## src/rtl/diff_drive_pose_integrator_assert.svh

```systemverilog
// ---------------------------------------------------------------------------
// diff drive pose integrator assertion macros
// concurrent checks that compile to nothing in synthesis builds
// ---------------------------------------------------------------------------
`ifndef DIFF_DRIVE_POSE_INTEGRATOR_ASSERT_SVH
`define DIFF_DRIVE_POSE_INTEGRATOR_ASSERT_SVH
`ifndef SYNTHESIS
`define DPI_ASSERT_IMP(label, clk, rst_n, ante, cons) \
    label: assert property (@(posedge clk) disable iff (!rst_n) (ante) |-> (cons)) \
        else $error("dpi check failed");
`define DPI_ASSERT_NXT(label, clk, rst_n, ante, cons) \
    label: assert property (@(posedge clk) disable iff (!rst_n) (ante) |=> (cons)) \
        else $error("dpi check failed");
`else
`define DPI_ASSERT_IMP(label, clk, rst_n, ante, cons)
`define DPI_ASSERT_NXT(label, clk, rst_n, ante, cons)
`endif
`endif

```

## src/rtl/dpi_pkg.sv

```systemverilog
// ---------------------------------------------------------------------------
// dpi_pkg
// shared types, constants and helpers of the pose integrator
// ---------------------------------------------------------------------------
package dpi_pkg;

    localparam int CordicStepsDef = 24;
    localparam int CorW           = 34;
    localparam int DivNumW        = 60;
    localparam int DivDenW        = 40;

    localparam logic signed [CorW-1:0] GainQ30 = 34'sd652032874;
    localparam logic [29:0]            RadToBa = 30'd683565276;
    localparam logic [16:0]            MarginQ16 = 17'd655;
    localparam logic [16:0]            FracOne   = 17'd65536;
    localparam logic [15:0]            RadiusRst = 16'd66;
    localparam logic [19:0]            BaseRst   = 20'd66;

    typedef enum logic [0:0] {
        REG_WHEEL_RADIUS = 1'b0,
        REG_WHEEL_BASE   = 1'b1
    } reg_idx_t;

    typedef enum logic [0:0] {
        OPN_INTEGRATE = 1'b0,
        OPN_LOAD      = 1'b1
    } operation_t;

    typedef enum logic [4:0] {
        OP_NONE, OP_CAPTURE, OP_LOAD, OP_VSUM, OP_VDIF, OP_TIME, OP_TURN,
        OP_DIST, OP_SAVE, OP_SX, OP_SY, OP_PROD, OP_RBLO, OP_RBHI, OP_COR1,
        OP_COR2, OP_NUMX, OP_DIVX, OP_DX, OP_NUMY, OP_DIVY, OP_DY, OP_POSE,
        OP_OUT
    } dp_op_t;

    typedef enum logic [4:0] {
        S_IDLE, S_VSUM, S_LOAD, S_VDIF, S_TIME, S_DIV_T, S_BRANCH, S_DIST,
        S_COR_S, S_SX, S_SY, S_PROD, S_RBLO, S_RBHI, S_COR_A, S_COR_B,
        S_NUMX, S_DIVX, S_WAIT_X, S_NUMY, S_DIVY, S_WAIT_Y, S_POSE, S_OUT
    } state_t;

    typedef struct packed {
        dp_op_t op;
    } cmd_t;

    typedef struct packed {
        logic is_load;
        logic turn_zero;
        logic div_done;
        logic cor_done;
    } status_t;

    function automatic logic signed [23:0] sat24(input logic signed [63:0] v);
        if (v > 64'sd8388607)
            return 24'sh7fffff;
        else if (v < -64'sd8388608)
            return 24'sh800000;
        else
            return $signed(v[23:0]);
    endfunction

    function automatic logic signed [31:0] sat32(input logic signed [63:0] v);
        if (v > 64'sd2147483647)
            return 32'sh7fffffff;
        else if (v < -64'sd2147483648)
            return 32'sh80000000;
        else
            return $signed(v[31:0]);
    endfunction

    function automatic logic [31:0] atan_ba(input logic [4:0] i);
        case (i)
            5'd0:    return 32'd536870912;
            5'd1:    return 32'd316933406;
            5'd2:    return 32'd167458907;
            5'd3:    return 32'd85004756;
            5'd4:    return 32'd42667331;
            5'd5:    return 32'd21354465;
            5'd6:    return 32'd10679838;
            5'd7:    return 32'd5340245;
            5'd8:    return 32'd2670163;
            5'd9:    return 32'd1335087;
            5'd10:   return 32'd667544;
            5'd11:   return 32'd333772;
            5'd12:   return 32'd166886;
            5'd13:   return 32'd83443;
            5'd14:   return 32'd41722;
            5'd15:   return 32'd20861;
            5'd16:   return 32'd10430;
            5'd17:   return 32'd5215;
            5'd18:   return 32'd2608;
            5'd19:   return 32'd1304;
            5'd20:   return 32'd652;
            5'd21:   return 32'd326;
            5'd22:   return 32'd163;
            5'd23:   return 32'd81;
            5'd24:   return 32'd41;
            5'd25:   return 32'd20;
            5'd26:   return 32'd10;
            5'd27:   return 32'd5;
            5'd28:   return 32'd3;
            5'd29:   return 32'd1;
            5'd30:   return 32'd1;
            default: return 32'd0;
        endcase
    endfunction

endpackage

```

## src/rtl/dpi_ctrl.sv

```systemverilog
// ---------------------------------------------------------------------------
// dpi_ctrl
// sequencer for one request, owns the handshakes and the result valid flag
// ---------------------------------------------------------------------------
module dpi_ctrl (
    input  logic             clk,
    input  logic             rst_n,
    input  logic             in_valid,
    output logic             in_ready,
    output logic             out_valid,
    input  logic             out_ready,
    input  dpi_pkg::status_t status,
    output dpi_pkg::cmd_t    cmd
);

    dpi_pkg::state_t state_reg;
    dpi_pkg::state_t state_next;
    logic            out_valid_reg;
    logic            out_valid_next;

    always_ff @(posedge clk or negedge rst_n)
    begin
        if (!rst_n)
        begin
            state_reg     <= dpi_pkg::S_IDLE;
            out_valid_reg <= 1'b0;
        end
        else
        begin
            state_reg     <= state_next;
            out_valid_reg <= out_valid_next;
        end
    end

    always_comb
    begin
        state_next = state_reg;
        cmd.op     = dpi_pkg::OP_NONE;
        in_ready   = 1'b0;
        case (state_reg)
            dpi_pkg::S_IDLE:
            begin
                in_ready = 1'b1;
                if (in_valid)
                begin
                    cmd.op     = dpi_pkg::OP_CAPTURE;
                    state_next = dpi_pkg::S_VSUM;
                end
            end
            dpi_pkg::S_VSUM:
            begin
                cmd.op     = dpi_pkg::OP_VSUM;
                state_next = status.is_load ? dpi_pkg::S_LOAD : dpi_pkg::S_VDIF;
            end
            dpi_pkg::S_LOAD:
            begin
                cmd.op     = dpi_pkg::OP_LOAD;
                state_next = dpi_pkg::S_OUT;
            end
            dpi_pkg::S_VDIF:
            begin
                cmd.op     = dpi_pkg::OP_VDIF;
                state_next = dpi_pkg::S_TIME;
            end
            dpi_pkg::S_TIME:
            begin
                cmd.op     = dpi_pkg::OP_TIME;
                state_next = dpi_pkg::S_DIV_T;
            end
            dpi_pkg::S_DIV_T:
            begin
                if (status.div_done)
                begin
                    cmd.op     = dpi_pkg::OP_TURN;
                    state_next = dpi_pkg::S_BRANCH;
                end
            end
            dpi_pkg::S_BRANCH:
                state_next = status.turn_zero ? dpi_pkg::S_DIST : dpi_pkg::S_PROD;
            // straight path
            dpi_pkg::S_DIST:
            begin
                cmd.op     = dpi_pkg::OP_DIST;
                state_next = dpi_pkg::S_COR_S;
            end
            dpi_pkg::S_COR_S:
            begin
                if (status.cor_done)
                begin
                    cmd.op     = dpi_pkg::OP_SAVE;
                    state_next = dpi_pkg::S_SX;
                end
            end
            dpi_pkg::S_SX:
            begin
                cmd.op     = dpi_pkg::OP_SX;
                state_next = dpi_pkg::S_SY;
            end
            dpi_pkg::S_SY:
            begin
                cmd.op     = dpi_pkg::OP_SY;
                state_next = dpi_pkg::S_POSE;
            end
            // arc path
            dpi_pkg::S_PROD:
            begin
                cmd.op     = dpi_pkg::OP_PROD;
                state_next = dpi_pkg::S_RBLO;
            end
            dpi_pkg::S_RBLO:
            begin
                cmd.op     = dpi_pkg::OP_RBLO;
                state_next = dpi_pkg::S_RBHI;
            end
            dpi_pkg::S_RBHI:
            begin
                cmd.op     = dpi_pkg::OP_RBHI;
                state_next = dpi_pkg::S_COR_A;
            end
            dpi_pkg::S_COR_A:
            begin
                if (status.cor_done)
                begin
                    cmd.op     = dpi_pkg::OP_COR1;
                    state_next = dpi_pkg::S_COR_B;
                end
            end
            dpi_pkg::S_COR_B:
            begin
                if (status.cor_done)
                begin
                    cmd.op     = dpi_pkg::OP_COR2;
                    state_next = dpi_pkg::S_NUMX;
                end
            end
            dpi_pkg::S_NUMX:
            begin
                cmd.op     = dpi_pkg::OP_NUMX;
                state_next = dpi_pkg::S_DIVX;
            end
            dpi_pkg::S_DIVX:
            begin
                cmd.op     = dpi_pkg::OP_DIVX;
                state_next = dpi_pkg::S_WAIT_X;
            end
            dpi_pkg::S_WAIT_X:
            begin
                if (status.div_done)
                begin
                    cmd.op     = dpi_pkg::OP_DX;
                    state_next = dpi_pkg::S_NUMY;
                end
            end
            dpi_pkg::S_NUMY:
            begin
                cmd.op     = dpi_pkg::OP_NUMY;
                state_next = dpi_pkg::S_DIVY;
            end
            dpi_pkg::S_DIVY:
            begin
                cmd.op     = dpi_pkg::OP_DIVY;
                state_next = dpi_pkg::S_WAIT_Y;
            end
            dpi_pkg::S_WAIT_Y:
            begin
                if (status.div_done)
                begin
                    cmd.op     = dpi_pkg::OP_DY;
                    state_next = dpi_pkg::S_POSE;
                end
            end
            dpi_pkg::S_POSE:
            begin
                cmd.op     = dpi_pkg::OP_POSE;
                state_next = dpi_pkg::S_OUT;
            end
            dpi_pkg::S_OUT:
            begin
                if (!out_valid_reg || out_ready)
                begin
                    cmd.op     = dpi_pkg::OP_OUT;
                    state_next = dpi_pkg::S_IDLE;
                end
            end
            default:
                state_next = dpi_pkg::S_IDLE;
        endcase
    end

    assign out_valid_next = (out_valid_reg && !out_ready) || (cmd.op == dpi_pkg::OP_OUT);
    assign out_valid      = out_valid_reg;

endmodule

```

## config.mk

```make
export PLATFORM = sky130hd
export DESIGN_NAME = dpi_ctrl
export DESIGN_NICKNAME = d
export VERILOG_FILES = /design/src/rtl/diff_drive_pose_integrator_assert.svh /design/src/rtl/dpi_pkg.sv /design/src/rtl/dpi_ctrl.sv
export SDC_FILE = /design/constraint.sdc
export NUM_CORES = 1
export LEC_CHECK = 0
export BUFFER_PORTS_ARGS = -buffer_cell sky130_fd_sc_hd__buf_2
export CAP_MARGIN = 20
export CORE_MARGIN = 2
export CORE_UTILIZATION = 40
export DETAILED_ROUTE_END_ITERATION = 8
export SLEW_MARGIN = 10
export SYNTH_ARGS = -nofsm -noshare
export SYNTH_HDL_FRONTEND = slang
export SYNTH_SLANG_ARGS = --single-unit
```

## constraint.sdc

```tcl
create_clock -name clk -period 1.3 [get_ports clk]
set_input_delay 0 -clock clk [delete_from_list [all_inputs] [get_ports clk]]
set_output_delay 0 -clock clk [all_outputs]
set_load 0.05 [all_outputs]
```

Word-level counts from Yosys, hierarchy flattened
Cells that the tools add are included.

Bits in registers: 6. Bits in latches: 0. Memory bits (writable): 0. ROM bits: 0. Bits of input ports: 8. Output and inout bits: 7. Memories kept: 0.

$add $sub $neg: 0. Multipliers: 0. Divide/modulo/power cells: 0. Order comparisons: 0. Eq/ne operators: 32. Shift operators: 0. Mux-type cells: 21. Bitwise logic cells: 0. Reduce and logical (&&, ||, !) cells: 8.

Operators with widths (number): $pmux W5 S23 (2); $mux W5 (11); $eq A5 B5 Y1 const B (9); $eq A5 B4 Y1 const B (8); $eq A5 B3 Y1 const B (4); $mux W4 (4); $ne A2 B2 Y1 const B (8); $eq A5 B2 Y1 const B (2); $reduce_and A8 Y1 (1); $eq A5 B1 Y1 const B (1); $logic_not A5 Y1 (1); $mux W1 (3); $mux W3 (1); $logic_not A1 Y1 (2); $logic_or A1 B1 Y1 (2); $reduce_or A2 Y1 (1); $logic_and A1 B1 Y1 (1).

Longest topological paths before layout
Gate-level depths: netlist (run 1).

Word-level depth: 6. Gate-level depth with buffers: 7. Depth with buffers taken out: 5.

Least setup slack after synthesis (run 1)
Ideal clock, no wire load.

Path kind: register to output. Start point: reg state_reg[1]. End point: out cmd[1] (netlist name). Arrival time: 2.150 ns. Setup slack: -0.850 ns. Cell stages (with the launch flop): 8. Path through: dfrtp_1 -> buf_4 -> buf_4 -> nor3b_1 -> a21oi_1 -> nor2_1 -> a31oi_1 -> o21ai_0.

RTL lines: start, declared (line dpi_ctrl.sv:16) `dpi_pkg::state_t state_reg;`; start signal, assigned (line dpi_ctrl.sv:25) `state_reg <= dpi_pkg::S_IDLE;`; start signal, assigned (line dpi_ctrl.sv:30) `state_reg <= state_next;`; end, declared (line dpi_ctrl.sv:13) `output dpi_pkg::cmd_t cmd`.

==> results of run 1 <==
worst max-delay path, stage by stage (launching register included):
cell and delay [ps]:
dfrtp_2 460, buf_6 140, nor2_4 190, nand2_2 120
o21ai_1 200, nor3_2 80, o21ai_4 70, buf_6 170
how the worst min path moves through the flow:
stage | startpoint | endpoint | depth (start not counted)
2_1_floorplan | rst_n | out_valid | 0
3_3_place_gp | rst_n | state_reg[2] | 1
3_5_place_dp | rst_n | state_reg[0] | 1
4_1_cts | rst_n | state_reg[3] | 2
5_1_grt | rst_n | state_reg[3] | 2
6_report | rst_n | state_reg[4] | 2
final cells by class:
type / instances / area (µm²) / share of cell area, %
Inverter: 2 / 11.3 / 0.763
Tap cell: 25 / 31.3 / 2.12
Timing Repair Buffer: 62 / 515 / 34.9
Clock buffer: 4 / 26.3 / 1.78
Multi-Input combinational cell: 84 / 736 / 49.8
Sequential cell: 6 / 156 / 10.6
logic make-up after synthesis:
| kind of cell | count (synthesis) | share of synthesized area, % |
|---|---|---|
| AOI/OAI and AO/OA | 38 | 34.4 |
| DFF | 6 | 20.3 |
| xor gates and xnor gates | 2 | 2.37 |
| buffers and inverters | 11 | 10.5 |
| and+or+nand+nor | 44 | 32.4 |
timing repair:
action	4_1_cts	5_1_grt
hold buffers	1	0
pin swaps	21	3
setup buffers	13	3
endpoints found under the hold margin	6	0
gates resized for setup	53	7
setup endpoints to repair	11	11
cell usage after synthesis (2+ instances only):
cell / number / share of area (%)
inv_1: 2 / 1.0
a31oi_1: 2 / 1.7
a21oi_1: 7 / 4.7
nand2b_1: 5 / 4.2
o21ai_0: 11 / 7.5
and2_1: 2 / 1.7
a32oi_1: 2 / 2.4
o211ai_1: 2 / 2.0
dfrtp_1: 6 / 20
nand3_1: 3 / 2.0
o31ai_1: 2 / 2.0
buf_2: 2 / 1.4
buf_6: 3 / 4.6
nand2_1: 8 / 4.1
nor3_1: 3 / 2.0
buf_4: 3 / 3.1
nor2_1: 11 / 5.6
nor3b_1: 2 / 2.0
nor2b_1: 4 / 3.4
layer usage:
| metal | track usage, % | vias to the layer above | share of wire, % | routed length, µm |
|---|---|---|---|---|
| met1 | 37.8 | 519 | 38 | 1200 |
| met5 | 0 | - | 0 | 0 |
| met2 | 53.2 | 52 | 54 | 1680 |
| met4 | 12.2 | 0 | 2.8 | 87 |
| li1 | - | 484 | - | - |
| met3 | 4.62 | 8 | 5.4 | 170 |
metrics by stage:
stage / util, % / std cells / hold slack, ps / area [µm²]
after detailed placement: 63.7 / 162 / -168 / 1100
final: 85.5 / 183 / 110 / 1480
after global placement: 63.7 / 162 / -174 / 1100
after CTS: 82.2 / 180 / 111 / 1420
after global routing: 85.5 / 183 / 115 / 1480
after floorplan: - / 101 / -296 / 848
==> results.txt, run 1 <==
Synth async-reset ratio: 100%
final net count: 167
post-route setup slack: -391 ps
Buffers on Ports: 14
first-pass GRT wire length: 4660 µm
First-pass DRT Iterations: 4
synth unique cells: 40
clock root cell: clkbuf_4
Vias/cell: 5.81
global placer's final weighted congestion: 0.839
Clock transition at path regs: 50 ps
worst reg2reg path depth: 7
fin crit share: 130%
later-pin clock latency in the skew report: 250 ps
RSZ-0062 raised after global routing: true
GRT Util Overall: 30.6%
worst slew pin tran: 395 ps
Fillers: 91
Final Max Slew Viols: 0
initial antenna violation count: 0
Setup crit end kind: output pin
max_cap viols: 0
Critical Path RT: 1300 ps
routed via count: 1063
setup TNS: -3610 ps
Post-synth top flop: dfrtp_1
Worst Setup EP: cmd[1]
pre-CTS WS: -328 ps
critical path class: flip-flop to output pin
Tmin final: 1690 ps
Synth Instances: 101
average footprint of a synthesized cell: 7.31 µm²
row cnt: 15
clock tree buffer depth: 2
Starting Density: 42.8%
failing checks: setup timing
worst flop-to-flop path startpoint: state_reg[1]
CP Launch Point: state_reg[3]
#FFs+latches synth: 6
vias in the first global route: 1025
I/O pin count: 15
max reg flops: 5
most frequent cells in the layout: 37 x buf_4, 14 x buf_6, 8 x buf_2
drt initial violations: 40
DRC Markers: 0
Final ANT Viol Nets: 0
mapped cell area: 738 µm²
number of diodes: 0
WL final: 3140 µm
share of cells above drive strength 1: 69.0%
CP max FO: 6
Final setup viols: 11
fmax: 0.592 GHz
Hold Vio Cnt, Final: 0
TritonCTS clock tree: yes
Area growth syn-to-layout: 100%
status: finished with violations
Clock Skew: 0.720 ps
most common cell after layout, fill and taps aside: buf_4
reg2reg setup slack: -370 ps
largest net degree at the start of global routing: 12
number of synthesized flops with an enable pin: 0
Ys Warns: 0
startpoint types: flip-flop
number of clock buffers inserted by TritonCTS: 3
reg-to-reg endpoint: state_reg[2]
Seq/Total Area, Yosys: 20.3%
total congestion overflow: 0
Core Region: 1730 µm²
Die Wd: 47.0 µm
syn nets: 109
die height: 47.0 µm
# H-tree levels: 1
DP HPWL: 1750 µm
die area: 2210 µm²
TritonCTS sink count: 6
routed length per instance: 17.2 µm
HP Class: input port to async pin
Worst slew margin: 73.6%
Worst EP arrival: 1690 ps
Power of run 1 is left out: the tool's default activity adds up to more than one toggle a clock period on the data nets, which glitch-free logic cannot reach.
==> run 2: changes to the inputs <==
--- a/config.mk
+++ b/config.mk
@@ -8,8 +8,9 @@
 export BUFFER_PORTS_ARGS = -buffer_cell sky130_fd_sc_hd__buf_2
 export CAP_MARGIN = 20
 export CORE_MARGIN = 2
-export CORE_UTILIZATION = 40
+export CORE_UTILIZATION = 45
 export DETAILED_ROUTE_END_ITERATION = 8
+export PLACE_DENSITY = 0.7
 export SLEW_MARGIN = 10
 export SYNTH_ARGS = -nofsm -noshare
 export SYNTH_HDL_FRONTEND = slang
==> run 2 against run 1 <==
The run now fails in global routing (5_1_grt). Synthesized area unchanged. Synthesized cell count unchanged.
==> results.txt, run 2 <==
Synth area leaders: dfrtp_1 20%, o21ai_0 7.5%, nor2_1 5.6%
number of clock buffers inserted by TritonCTS: 3
Ys Warns: 0
Synth area leader: dfrtp_1
status: did not finish
TritonCTS sink count: 6
row cnt: 14
number of synthesized flops with an enable pin: 0
die height: 44.5 µm
average footprint of a synthesized cell: 7.31 µm²
Synth async-reset ratio: 100%
Synth top area share: 20.3%
mapped cell area: 738 µm²
Synth Instances: 101
Buffers on Ports: 14
Die Wd: 44.5 µm
Exit stage: global routing (5_1_grt)
DP HPWL: 1890 µm
#FFs+latches synth: 6
global placer's final weighted congestion: 0.918
stop err: [ERROR DPL-0038] Utilization greater than 100%, impossible to legalize
synth unique cells: 40
Worst EP Category: top-level output
synth cell count leaders: 11 x nor2_1, 11 x o21ai_0, 8 x nand2_1, 7 x a21oi_1, 6 x dfrtp_1
clock tree buffer depth: 2
Seq/Total Area, Yosys: 20.3%
worst setup endpoint GRT: cmd[1]
I/O pin count: 15
placed inst area: 1110 µm²
largest net degree at the start of global routing: 9
# H-tree levels: 1
syn nets: 109
Post-synth top flop: dfrtp_1
clock root cell: clkbuf_4
Starting Density: 48.4%
[run 2: cells by family after synthesis]
| group | count (synthesis) | share of synthesized area, % |
|---|---|---|
| simple gates | 44 | 32.4 |
| compound gates | 38 | 34.4 |
| buf+inv | 11 | 10.5 |
| flops | 6 | 20.3 |
| xor+xnor | 2 | 2.37 |
[run 2: through the flow]
| step | TNS, ps | instances | hold slack, ps | setup WS, ps | util, % |
|---|---|---|---|---|---|
| global placement | -2030 | 156 | -172 | -283 | 72.9 |
| floorplan | -537 | 101 | -296 | -93.4 | - |
| CTS | -2970 | 174 | 91.6 | -365 | 93.8 |
| detailed placement | -2660 | 156 | -165 | -359 | 72.9 |
[run 2: repair_timing]
item,in CTS
hold buffers,1
endpoints found under the setup margin,11
setup buffers,13
hold endpoints to repair,6
pin swaps,18
resized for setup,50
==> run 3: changes to the inputs <==
--- a/config.mk
+++ b/config.mk
@@ -7,10 +7,10 @@
 export LEC_CHECK = 0
 export BUFFER_PORTS_ARGS = -buffer_cell sky130_fd_sc_hd__buf_2
 export CAP_MARGIN = 20
-export CORE_MARGIN = 2
-export CORE_UTILIZATION = 45
+export CORE_AREA = 2 2 63 65
 export DETAILED_ROUTE_END_ITERATION = 8
-export PLACE_DENSITY = 0.7
+export DIE_AREA = 0 0 65 67
+export PLACE_DENSITY_LB_ADDON = 0.15
 export SLEW_MARGIN = 10
 export SYNTH_ARGS = -nofsm -noshare
 export SYNTH_HDL_FRONTEND = slang
==> constraint.sdc (replaced) <==
create_clock -name clk -period 1.7 [get_ports clk]
set_input_delay 0 -clock clk [delete_from_list [all_inputs] [get_ports clk]]
set_output_delay 0 -clock clk [all_outputs]
set_load 0.05 [all_outputs]
==> run 3 against run 2 <==
The run now ends clean.
==> results.txt, run 3 (synthesis results as in run 1) <==
vias in the first global route: 824
dpl cells: 174
max reg flops: 5
Fillers: 404
Critical Path RT: 1700 ps
reg2reg setup slack: 110 ps
HP Class: input port to async pin
Non-Filler Instances: 191
Clk pwr share: 7.4%
Final Util: 32.4%
Setup crit end kind: output pin
GRT Util Overall: 11.5%
drt initial violations: 34
routed via count: 936
first-pass GRT wire length: 3880 µm
row cnt: 22
Area growth syn-to-layout: 58.3%
max_cap viols: 0
Clock Skew: 1.24 ps
die area: 4360 µm²
crit path cell chain: and3b_2 > buf_4 > o31ai_1 > a22oi_2 > buf_4
WL final: 2670 µm
routed length per instance: 14.0 µm
later-pin clock latency in the skew report: 220 ps
number of diodes: 0
fmax: 0.609 GHz
status: completed
largest net degree at the start of global routing: 16
internal power: 1390 µW
Final setup viols: 0
Die Wd: 65 µm
critical path class: flip-flop to output pin
most common cell after layout, fill and taps aside: buf_4
Final ANT Viol Nets: 0
Largest stage delay, worst path: 450 ps
clock root cell: clkbuf_8
worst slew pin tran: 309 ps
Core Region: 3610 µm²
Hold Vio Cnt, Final: 0
Met1 Wirelength: 1160 µm
Tmin final: 1640 ps
Worst EP arrival: 1640 ps
Starting Density: 20.5%
number of clock buffers inserted by TritonCTS: 3
Final Max Slew Viols: 0
Buffers on Ports: 14
Worst slew margin: 79.1%
Flop pwr share: 12.0%
Worst VDD drop: 0.601 mV
switching pwr: 1460 µW
Crit-path slowest cell: dfrtp_2
WL met2: 1370 µm
Max Used Layer: met4
die height: 67 µm
DP HPWL: 1760 µm
share of cells above drive strength 1: 53.8%
most used cell, CP: buf_4
Clock transition at path regs: 40 ps
initial antenna violation count: 0
power density over the cells: 2430 nW/µm²
most frequent cells in the layout: 31 x buf_4, 13 x buf_2, 8 x nand2_1, 8 x nor2_1
TritonCTS sink count: 6
total congestion overflow: 0
clock tree buffer depth: 2
final net count: 153
global placer's final weighted congestion: 0.817
Vias/cell: 4.90
family with the most delay on the worst path: flip-flops
logic gate share of total power: 80.6%
I/O pin count: 15
Routed met3 length: 106 µm
CP max FO: 7
DRC Markers: 0
startpoint types: flip-flop
TritonCTS clock tree: yes
# H-tree levels: 1
First-pass DRT Iterations: 4
CP Buf/Inv Count: 2
fin crit share: 96.6%
Sw Ratio: 51.3%
P_leak: 0.000515 µW
run 3: worst paths after layout:
check                      depth (start not counted)            to    startpoint
min reg2reg                                        2     out_valid     out_valid
max                                                5        cmd[4]  state_reg[4]
min in group clk                                   4  state_reg[3]     status[2]
max reg2reg                                        6  state_reg[1]  state_reg[0]
min                                                2  state_reg[2]         rst_n
max in group asynchronous                          2  state_reg[1]         rst_n
run 3: what timing repair did:
| action | in CTS | in global routing |
|---|---|---|
| hold buffers | 1 | 0 |
| endpoints found under the hold margin | 6 | 0 |
| setup endpoints to repair | 4 | 5 |
| pin swaps | 0 | 2 |
| resized for setup | 15 | 11 |
| setup buffers | 0 | 13 |
run 3: area by class of cell:
type / instances / area, µm² / share of cell area, %
clock buffer: 3 / 41.3 / 3.53
tap: 48 / 60.1 / 5.14
inverter: 2 / 7.51 / 0.642
multi-input combinational: 84 / 568 / 48.6
sequential: 6 / 156 / 13.4
timing repair buffer: 48 / 335 / 28.7
run 3: through the flow:
| stage | cell area, µm² | total power [µW] | hold slack (ps) | setup TNS [ps] | worst slack [ps] |
|---|---|---|---|---|---|
| after floorplan | 756 | 1680 | -296 | -78.3 | -78.3 |
| after global placement | 966 | 2210 | -165 | 0 | 30.4 |
| after detailed placement | 966 | 2190 | -169 | 0 | 73.7 |
| after CTS | 1050 | 2510 | 129 | 0 | 1.04 |
| after global routing | 1170 | 3040 | 152 | -16.6 | -11.6 |
| final | 1170 | 2840 | 130 | 0 | 58.3 |
run 3: metal layers:
layer,vias up,GRT usage [%]
li1,454,-
met4,0,2.93
met1,448,14.2
met2,30,20.4
met5,-,0
met3,4,2.20
run 3: power groups by stage:
stage               registers, µW  logic [µW]  clock network, µW
floorplan                     261        1420                  0
global placement              394        1810                  0
detailed placement            395        1790                  0
CTS                           416        1880                217
global route                  355        2460                231
finish                        340        2290                211
run 3: worst reg2reg max path, stage by stage (launching register included):
cell and delay (ps):
dfrtp_2 430, buf_4 160, nor4bb_1 330, o21ai_2 130, o211ai_1 130, o21bai_1 90, a22o_1 190
Power figures use the tool's default switching activity.
